[src/wtt_pkg.sv]
`timescale 1ns / 1ps
// Shared types and constants for the waypoint trajectory tracker.
// Used by the controller, the datapath, the top level and the checker.
package wtt_pkg;

  localparam int MAX_WAYPOINTS = 64;
  localparam int AW            = $clog2(MAX_WAYPOINTS);
  localparam int IW            = $clog2(MAX_WAYPOINTS + 1);

  localparam logic [31:0] SPEED_RESET  = 32'd13107;
  localparam logic [31:0] THRESH_RESET = 32'd1638;

  // configuration register indexes
  localparam logic CFG_SPEED  = 1'b0;
  localparam logic CFG_THRESH = 1'b1;

  // item kinds
  localparam logic [2:0] KIND_CLEAR    = 3'd0;
  localparam logic [2:0] KIND_LOAD     = 3'd1;
  localparam logic [2:0] KIND_RESET    = 3'd2;
  localparam logic [2:0] KIND_PLAY     = 3'd3;
  localparam logic [2:0] KIND_PAUSE    = 3'd4;
  localparam logic [2:0] KIND_TICK     = 3'd5;
  localparam logic [2:0] KIND_FEEDBACK = 3'd6;

  // axis select
  localparam logic [1:0] AX_X = 2'd0;
  localparam logic [1:0] AX_Y = 2'd1;
  localparam logic [1:0] AX_Z = 2'd2;

  typedef enum logic {
    SRC_GOAL,
    SRC_POS
  } src_t;

  typedef enum logic [4:0] {
    OP_NONE,
    OP_LATCH,
    OP_CLEAR,
    OP_LOAD,
    OP_RESET,
    OP_PLAY,
    OP_PAUSE,
    OP_TICK_NONE,
    OP_GAPS_ZERO,
    OP_RD,
    OP_SQ,
    OP_ACC,
    OP_RT_INIT,
    OP_RT_STEP,
    OP_SET_BOTH,
    OP_SET_GGAP,
    OP_SET_TGAP,
    OP_GG_CPCLR,
    OP_GG_CPSET,
    OP_SET_D,
    OP_STEP_MUL,
    OP_STEP,
    OP_SNAP,
    OP_AXMUL,
    OP_DIV_INIT,
    OP_DIV_STEP,
    OP_AXUPD,
    OP_CP_CLR,
    OP_ADV,
    OP_FINISH,
    OP_OUT
  } op_t;

  typedef enum logic [4:0] {
    ST_IDLE,
    ST_DISPATCH,
    ST_RST2,
    ST_RD,
    ST_SQ,
    ST_ACC,
    ST_RT_INIT,
    ST_RT,
    ST_DD,
    ST_STEP_MUL,
    ST_STEP,
    ST_MOVE,
    ST_AXMUL,
    ST_DIV_INIT,
    ST_DIV,
    ST_AXUPD,
    ST_FB_CHK,
    ST_ADV,
    ST_ADV2,
    ST_OUT
  } state_t;

  // what to do with a finished distance
  typedef enum logic [2:0] {
    PH_RESET,
    PH_TICK_IDLE,
    PH_TICK_D,
    PH_TICK_G,
    PH_FB_G,
    PH_FB_T,
    PH_FB2_G,
    PH_FB2_T
  } phase_t;

  typedef struct packed {
    op_t        op;
    logic [1:0] axis;
    src_t       src;
  } cmd_t;

  typedef struct packed {
    logic [2:0] kind;
    logic       has_point;
    logic       playing;
    logic       done;
    logic       check_pending;
    logic       reach_ok;
    logic       dist_zero;
    logic       snap;
    logic       step_zero;
  } status_t;

  // magnitude of a 33-bit difference of two 32-bit signed values
  function automatic logic [31:0] mag33(input logic [32:0] d);
    logic [32:0] n;
    n = ~d + 33'd1;
    return d[32] ? n[31:0] : d[31:0];
  endfunction

endpackage

[src/wtt_ctrl.sv]
`timescale 1ns / 1ps
// Sequencer for the tracker: decodes each item into datapath commands.
// Depends on wtt_pkg.
module wtt_ctrl
  import wtt_pkg::*;
(
  input  logic    clk,
  input  logic    rst,
  input  logic    in_valid,
  output logic    in_ready,
  output logic    out_valid,
  input  logic    out_ready,
  input  status_t sts,
  output cmd_t    cmd
);

  state_t     state, state_next;
  phase_t     phase, phase_next;
  src_t       src, src_next;
  logic [1:0] axis, axis_next;
  logic [4:0] cnt, cnt_next;
  logic       out_valid_next;

  // state and sequencing registers
  always_ff @(posedge clk) begin
    if (rst) begin
      state     <= ST_IDLE;
      phase     <= PH_RESET;
      src       <= SRC_GOAL;
      axis      <= AX_X;
      cnt       <= '0;
      out_valid <= 1'b0;
    end else begin
      state     <= state_next;
      phase     <= phase_next;
      src       <= src_next;
      axis      <= axis_next;
      cnt       <= cnt_next;
      out_valid <= out_valid_next;
    end
  end

  assign in_ready = (state == ST_IDLE);

  // next state and commands
  always_comb begin
    state_next     = state;
    phase_next     = phase;
    src_next       = src;
    axis_next      = axis;
    cnt_next       = cnt;
    out_valid_next = out_valid && !out_ready;
    cmd.op         = OP_NONE;
    cmd.axis       = axis;
    cmd.src        = src;

    unique case (state)
      ST_IDLE: begin
        if (in_valid) begin
          cmd.op     = OP_LATCH;
          state_next = ST_DISPATCH;
        end
      end

      ST_DISPATCH: begin
        state_next = ST_OUT;
        src_next   = SRC_GOAL;
        unique case (sts.kind)
          KIND_CLEAR: cmd.op = OP_CLEAR;
          KIND_LOAD:  cmd.op = OP_LOAD;
          KIND_RESET: begin
            cmd.op     = OP_RESET;
            state_next = ST_RST2;
          end
          KIND_PLAY:  cmd.op = OP_PLAY;
          KIND_PAUSE: cmd.op = OP_PAUSE;
          KIND_TICK: begin
            if (!sts.has_point) begin
              cmd.op = OP_TICK_NONE;
            end else begin
              phase_next = (sts.playing && !sts.done) ? PH_TICK_D : PH_TICK_IDLE;
              state_next = ST_RD;
            end
          end
          KIND_FEEDBACK: begin
            if (!sts.has_point) begin
              cmd.op = OP_GAPS_ZERO;
            end else begin
              phase_next = PH_FB_G;
              state_next = ST_RD;
            end
          end
          default: cmd.op = OP_NONE;
        endcase
      end

      ST_RST2: begin
        if (sts.has_point) begin
          phase_next = PH_RESET;
          state_next = ST_RD;
        end else begin
          state_next = ST_OUT;
        end
      end

      // fetch the current waypoint
      ST_RD: begin
        cmd.op     = OP_RD;
        axis_next  = AX_X;
        state_next = ST_SQ;
      end

      // sum of squares, one axis at a time
      ST_SQ: begin
        cmd.op     = OP_SQ;
        state_next = ST_ACC;
      end

      ST_ACC: begin
        cmd.op = OP_ACC;
        if (axis == AX_Z) begin
          state_next = ST_RT_INIT;
        end else begin
          axis_next  = axis + 2'd1;
          state_next = ST_SQ;
        end
      end

      ST_RT_INIT: begin
        cmd.op     = OP_RT_INIT;
        cnt_next   = '0;
        state_next = ST_RT;
      end

      // one root bit per cycle
      ST_RT: begin
        cmd.op   = OP_RT_STEP;
        cnt_next = cnt + 5'd1;
        if (cnt == 5'd31) state_next = ST_DD;
      end

      // route the finished distance
      ST_DD: begin
        unique case (phase)
          PH_RESET: begin
            cmd.op     = OP_SET_BOTH;
            state_next = ST_OUT;
          end
          PH_TICK_IDLE: begin
            cmd.op     = OP_GG_CPCLR;
            state_next = ST_OUT;
          end
          PH_TICK_D: begin
            cmd.op     = OP_SET_D;
            state_next = ST_STEP_MUL;
          end
          PH_TICK_G: begin
            cmd.op     = OP_GG_CPSET;
            state_next = ST_OUT;
          end
          PH_FB_G: begin
            cmd.op     = OP_SET_GGAP;
            phase_next = PH_FB_T;
            src_next   = SRC_POS;
            axis_next  = AX_X;
            state_next = ST_SQ;
          end
          PH_FB_T: begin
            cmd.op     = OP_SET_TGAP;
            state_next = ST_FB_CHK;
          end
          PH_FB2_G: begin
            cmd.op     = OP_SET_GGAP;
            phase_next = PH_FB2_T;
            src_next   = SRC_POS;
            axis_next  = AX_X;
            state_next = ST_SQ;
          end
          PH_FB2_T: begin
            cmd.op     = OP_SET_TGAP;
            state_next = ST_OUT;
          end
          default: state_next = ST_OUT;
        endcase
      end

      ST_STEP_MUL: begin
        cmd.op     = OP_STEP_MUL;
        state_next = ST_STEP;
      end

      ST_STEP: begin
        cmd.op     = OP_STEP;
        state_next = ST_MOVE;
      end

      // snap, hold, or move along the direction
      ST_MOVE: begin
        src_next  = SRC_GOAL;
        axis_next = AX_X;
        if (sts.dist_zero || sts.step_zero || sts.snap) begin
          if (!sts.dist_zero && sts.snap) cmd.op = OP_SNAP;
          phase_next = PH_TICK_G;
          state_next = ST_SQ;
        end else begin
          state_next = ST_AXMUL;
        end
      end

      ST_AXMUL: begin
        cmd.op     = OP_AXMUL;
        state_next = ST_DIV_INIT;
      end

      ST_DIV_INIT: begin
        cmd.op     = OP_DIV_INIT;
        cnt_next   = '0;
        state_next = ST_DIV;
      end

      // one quotient bit per cycle
      ST_DIV: begin
        cmd.op   = OP_DIV_STEP;
        cnt_next = cnt + 5'd1;
        if (cnt == 5'd31) state_next = ST_AXUPD;
      end

      ST_AXUPD: begin
        cmd.op = OP_AXUPD;
        if (axis == AX_Z) begin
          phase_next = PH_TICK_G;
          axis_next  = AX_X;
          state_next = ST_SQ;
        end else begin
          axis_next  = axis + 2'd1;
          state_next = ST_AXMUL;
        end
      end

      // reach test on a pending check
      ST_FB_CHK: begin
        state_next = ST_OUT;
        if (sts.check_pending) begin
          cmd.op = OP_CP_CLR;
          if (sts.reach_ok) state_next = ST_ADV;
        end
      end

      ST_ADV: begin
        cmd.op     = OP_ADV;
        state_next = ST_ADV2;
      end

      ST_ADV2: begin
        if (!sts.has_point) begin
          cmd.op     = OP_FINISH;
          state_next = ST_OUT;
        end else begin
          phase_next = PH_FB2_G;
          src_next   = SRC_GOAL;
          state_next = ST_RD;
        end
      end

      // hand the result to the output register once it is free
      ST_OUT: begin
        if (!out_valid || out_ready) begin
          cmd.op         = OP_OUT;
          out_valid_next = 1'b1;
          state_next     = ST_IDLE;
        end
      end

      default: state_next = ST_IDLE;
    endcase
  end

endmodule

[config.mk]
export PLATFORM = sky130hd
export DESIGN_NAME = wtt_ctrl
export DESIGN_NICKNAME = d
export VERILOG_FILES = /design/src/wtt_pkg.sv /design/src/wtt_ctrl.sv
export SDC_FILE = /design/constraint.sdc
export NUM_CORES = 1
export LEC_CHECK = 0
export BUFFER_PORTS_ARGS = -buffer_cell sky130_fd_sc_hd__buf_2
export CORE_MARGIN = 2
export CORE_UTILIZATION = 40
export CTS_CLUSTER_SIZE = 8
export DETAILED_ROUTE_END_ITERATION = 16
export GPL_TIMING_DRIVEN = 0
export SYNTH_ARGS = -nofsm -noshare
export SYNTH_HDL_FRONTEND = slang
export SYNTH_SLANG_ARGS = --single-unit
[constraint.sdc]
create_clock -name clk -period 3.1 [get_ports clk]
set_clock_uncertainty 0.05 [all_clocks]
set_input_delay 0.31 -clock clk [delete_from_list [all_inputs] [get_ports clk]]
set_output_delay 0.31 -clock clk [all_outputs]
set_load 0.1 [all_outputs]
* After elaboration in Yosys (flattened, before gate mapping)
Cells that the tools add are included.
** Storage, ports and cells
- Bits in registers :: 17
- Bits in latches :: 0
- Memory bits (writable) :: 0
- Bits in read-only memories :: 0
- Input port bits :: 15
- Output and inout port bits :: 10
- Word-level logic and storage cells :: 130
- Memories :: 0
** Operators by class
- Add/subtract/negate cells :: 2
- Multiply operators :: 0
- Div/mod/pow operators :: 0
- $lt $le $gt $ge :: 0
- Equal/unequal tests :: 48
- Shifts and indexed selects :: 0
- Multiplexer cells :: 44
- Bitwise operators :: 0
- Reductions and logical operators :: 30
** Operator list (number)
- $pmux 5 s19 :: 2
- $mux 5 :: 10
- $eq 5x4->1 const B :: 8
- $pmux 5 s6 :: 1
- $pmux 4 s7 :: 1
- $eq 5x5->1 const B :: 5
- $eq 3x3->1 const B :: 7
- $mux 3 :: 7
- $eq 5x3->1 const B :: 4
- $ne 2x2->1 const B :: 10
- $pmux 5 s2 :: 2
- $pmux 5 s4 :: 1
- $pmux 3 s6 :: 1
- $reduce_or 2->1 :: 8
- $mux 2 :: 7
- $eq 3x2->1 const B :: 4
- $mux 4 :: 3
- $pmux 3 s2 :: 2
- $eq 5x2->1 const B :: 2
- $ne 3x3->1 const B :: 3
- $reduce_and 9->1 :: 1
- $pmux 2 s4 :: 1
- $eq 3x1->1 const B :: 2
- $logic_not 3->1 :: 2
- other kinds (18) :: 30

* Logic depth before layout (Yosys ltp)
- Depth in word-level cells :: 6
- Gate-level depth with buffers :: 8

* Least setup slack after synthesis
Ideal clock, no wire load.
- Path type :: reg2out
- Start point :: register state[3]
- End point :: output cmd[3] in the netlist's numbering
- Arrival time :: 3450 ps
- Setup slack :: -710 ps
- Stages on the path, launching flop included :: 8
- Path buffers :: 3
- Path through :: dfxtp_1 clkbuf_1 buf_2 buf_2 o21ai_0 a21oi_1 a21oi_1 o21ai_0
** RTL lines
- start, declared :: RTL line wtt_ctrl.sv:17 : state_t state, state_next;
- start signal, assigned :: RTL line wtt_ctrl.sv:34 : state <= state_next;
- end, declared :: RTL line wtt_ctrl.sv:14 : output cmd_t cmd

==> flow_metrics.env <==
export IMPL_status="completed"
export IMPL_ys_ff_latch=17
export IMPL_pin_count=25
export IMPL_min_period_over_period_pct=96.9
export IMPL_wl_um=5930
export IMPL_endpoint="cmd[7]"
export IMPL_async_flop_share_pct=0
export IMPL_clock_path_buffers=2
export IMPL_required_ns=2.74
export IMPL_grt_use_total_pct=24.1
export IMPL_netlist_area_leader_share_pct=18.7
export IMPL_holdBufCountCts=0
export IMPL_dr_total_vias=2079
export IMPL_crit_path_start_kind="register"
export IMPL_cts_htree_levels=1
export IMPL_grt_max_degree=11
export IMPL_place_gp_congestion=0.990
export IMPL_r2r_start="cnt[0]"
export IMPL_worstSetupEndpointType="output pin"
export IMPL_synth_edff_count=0
export IMPL_ys_flop_type="dfxtp_1"
export IMPL_fin_area_mm2=0.00205
export IMPL_maxCapViolCount=0
export IMPL_layout_nets=308
export IMPL_synth_seq_area_share_pct=18.7
export IMPL_slew_limit_headroom_pct=55.1
export IMPL_p_per_area_mw_per_mm2=1040
export IMPL_crit_arrival_ns=2.64
export IMPL_r2r_setup_slack_ns=0.86
export IMPL_totalPowerFinal_mw=2.13
export IMPL_die_y_um=71.4
export IMPL_insertion_delay_ns=0.26
export IMPL_vias_per_cell=6.13
export IMPL_max_clock_freq_mhz=333
export IMPL_rr_endpoint="state[3]"
export IMPL_criticalPathCategory="register to output pin"
export IMPL_cts_sinks=17
export IMPL_ir_drop_uv=439
export IMPL_worst_pin_slew_ns=0.668
export IMPL_drt_drc_violations_left=0
export IMPL_overflow=0
export IMPL_p_leak_nw=0.815
export IMPL_syn_num_nets=281
export IMPL_synth_area_top_cells="dfxtp_1 (19%), nor2_1 (6.2%), o21ai_0 (5.8%)"
export IMPL_cts_root_buf="clkbuf_8"
export IMPL_drive_gt1_share_pct=17.1
export IMPL_r2r_cells=8
export IMPL_tritoncts="built"
export IMPL_placed_cell_area_mm2=0.00200
export IMPL_dr_pass1_iters=6
export IMPL_synth_cells=261
export IMPL_worstPathMaxFanout=7
export IMPL_rows=24
export IMPL_synth_largest_area_cell="dfxtp_1"
export IMPL_netlist_area_mm2=0.00182
export IMPL_slew_viol_final=0
export IMPL_min_path_type="primary input to register"
export IMPL_numPortBuffers=22
export IMPL_drtIter0Drc=250
export IMPL_rsz0062_at_grt="no"
export IMPL_grt_pass1_vias=1861
export IMPL_die_width_um=71.4
export IMPL_pre_cts_ws_ns=0.326
export IMPL_tns_ns=0
export IMPL_core_mm2=0.00435
export IMPL_yosysMostFrequentCell="nor2_1"
export IMPL_ant_nets=0
export IMPL_setup_viol=0
export IMPL_clk_pin_slew_ns=0.07
export IMPL_hpwl_um=4410
export IMPL_diodes=0
export IMPL_die_area_mm2=0.00510
export IMPL_synth_common_cells="nor2_1 (30), nand2_1 (21), o21ai_0 (21)"
export IMPL_crit_start="state[4]"
export IMPL_grt_pass1_wl_um=9630
export IMPL_synth_cell_types=64
export IMPL_min_period_ns=3.00
export IMPL_finalWorstSetupSlack_ns=0.0955
export IMPL_avgSynthCellArea_um2=6.96
export IMPL_numCtsBuffers=3
export IMPL_initial_core_util_pct=41.7
export IMPL_hold_viol_final=0
export IMPL_synth_warnings=0
export IMPL_routedWlPerCell_um=17.5
export IMPL_antenna_found_initial=0
export IMPL_syn2layout_area_growth_pct=12.7
## cell type report
cell class / count / area (µm²)
Multi-Input combinational cell: 213 / 1350
Inverter: 10 / 37.5
Fill cell: 466 / 2310
Clock buffer: 3 / 41.3
Clock inverter: 1 / 5.00
Timing Repair Buffer: 22 / 110
Buffer: 21 / 100
Sequential cell: 17 / 340
Tap cell: 52 / 65.1
## layout by cell type, fill, tap and decap left out, types with 9 or more instances in the layout
cell type	count
buf_2	28
dfxtp_1	17
nand2b_1	9
a21oi_1	19
nor2_1	30
o21ai_0	20
nand2_1	21
nor3_1	9
clkbuf_1	9
inv_1	9
## power by group
group / total, mW / internal [mW] / switching, mW
combinational: 1.65 / 0.454 / 1.20
sequential: 0.310 / 0.262 / 0.0475
clock: 0.170 / 0.0894 / 0.0805
total: 2.13 / 0.805 / 1.33
## critical path, cell delays in order (launching register included)
cell and delay, ns:
dfxtp_1 0.58, or3b_2 0.48, clkbuf_1 0.23, nor4b_1 0.42
nor3_1 0.15, o221ai_2 0.08, buf_2 0.45
## repair_timing
item	CTS	global route
setup endpoints to repair	0	4
buffers inserted	0	0
resized for setup	0	4
## cell families after synthesis
family / count (synthesis) / share of synthesized area, %
and+or+nand+nor: 109 / 32.2
AOI/OAI and AO/OA: 90 / 33.7
buffers and inverters: 31 / 7.44
DFF: 17 / 18.7
xor gates and xnor gates: 7 / 3.37
adders and majority gates: 5 / 3.44
muxes: 2 / 1.10
## worst min path at each step
stage,slack [ns],depth (start not counted),to,startpoint
2_1_floorplan,0.36,1,phase[1],rst
3_3_place_gp,0.41,2,src,src
3_5_place_dp,0.42,2,src,src
4_1_cts,0.26,2,phase[1],rst
5_1_grt,0.28,2,phase[1],rst
6_report,0.27,2,phase[1],rst
## flip-flops by register name (all words and copies together) (netlist names)
signal	cells
axis	2
state	5
src	1
cnt	5
out_valid	1
phase	3
## through the flow
| stage | hold WS (ns) | util, % | std cells |
|---|---|---|---|
| after floorplan | 0.363 | - | 261 |
| after global placement | 0.415 | 45.9 | 335 |
| after detailed placement | 0.419 | 45.9 | 335 |
| after CTS | 0.263 | 47.0 | 339 |
| after global routing | 0.277 | 47.0 | 339 |
| final | 0.267 | 47.0 | 339 |
## metal layers
metal  up-vias  track usage (%)  wire length [µm]
met4         0             5.87                97
met1       963             36.7              2770
met5         -                0                 0
met2        94             36.2              2600
li1       1011                -                 -
met3        11             2.81               459
No activity file was read; power rests on OpenSTA's default activity.
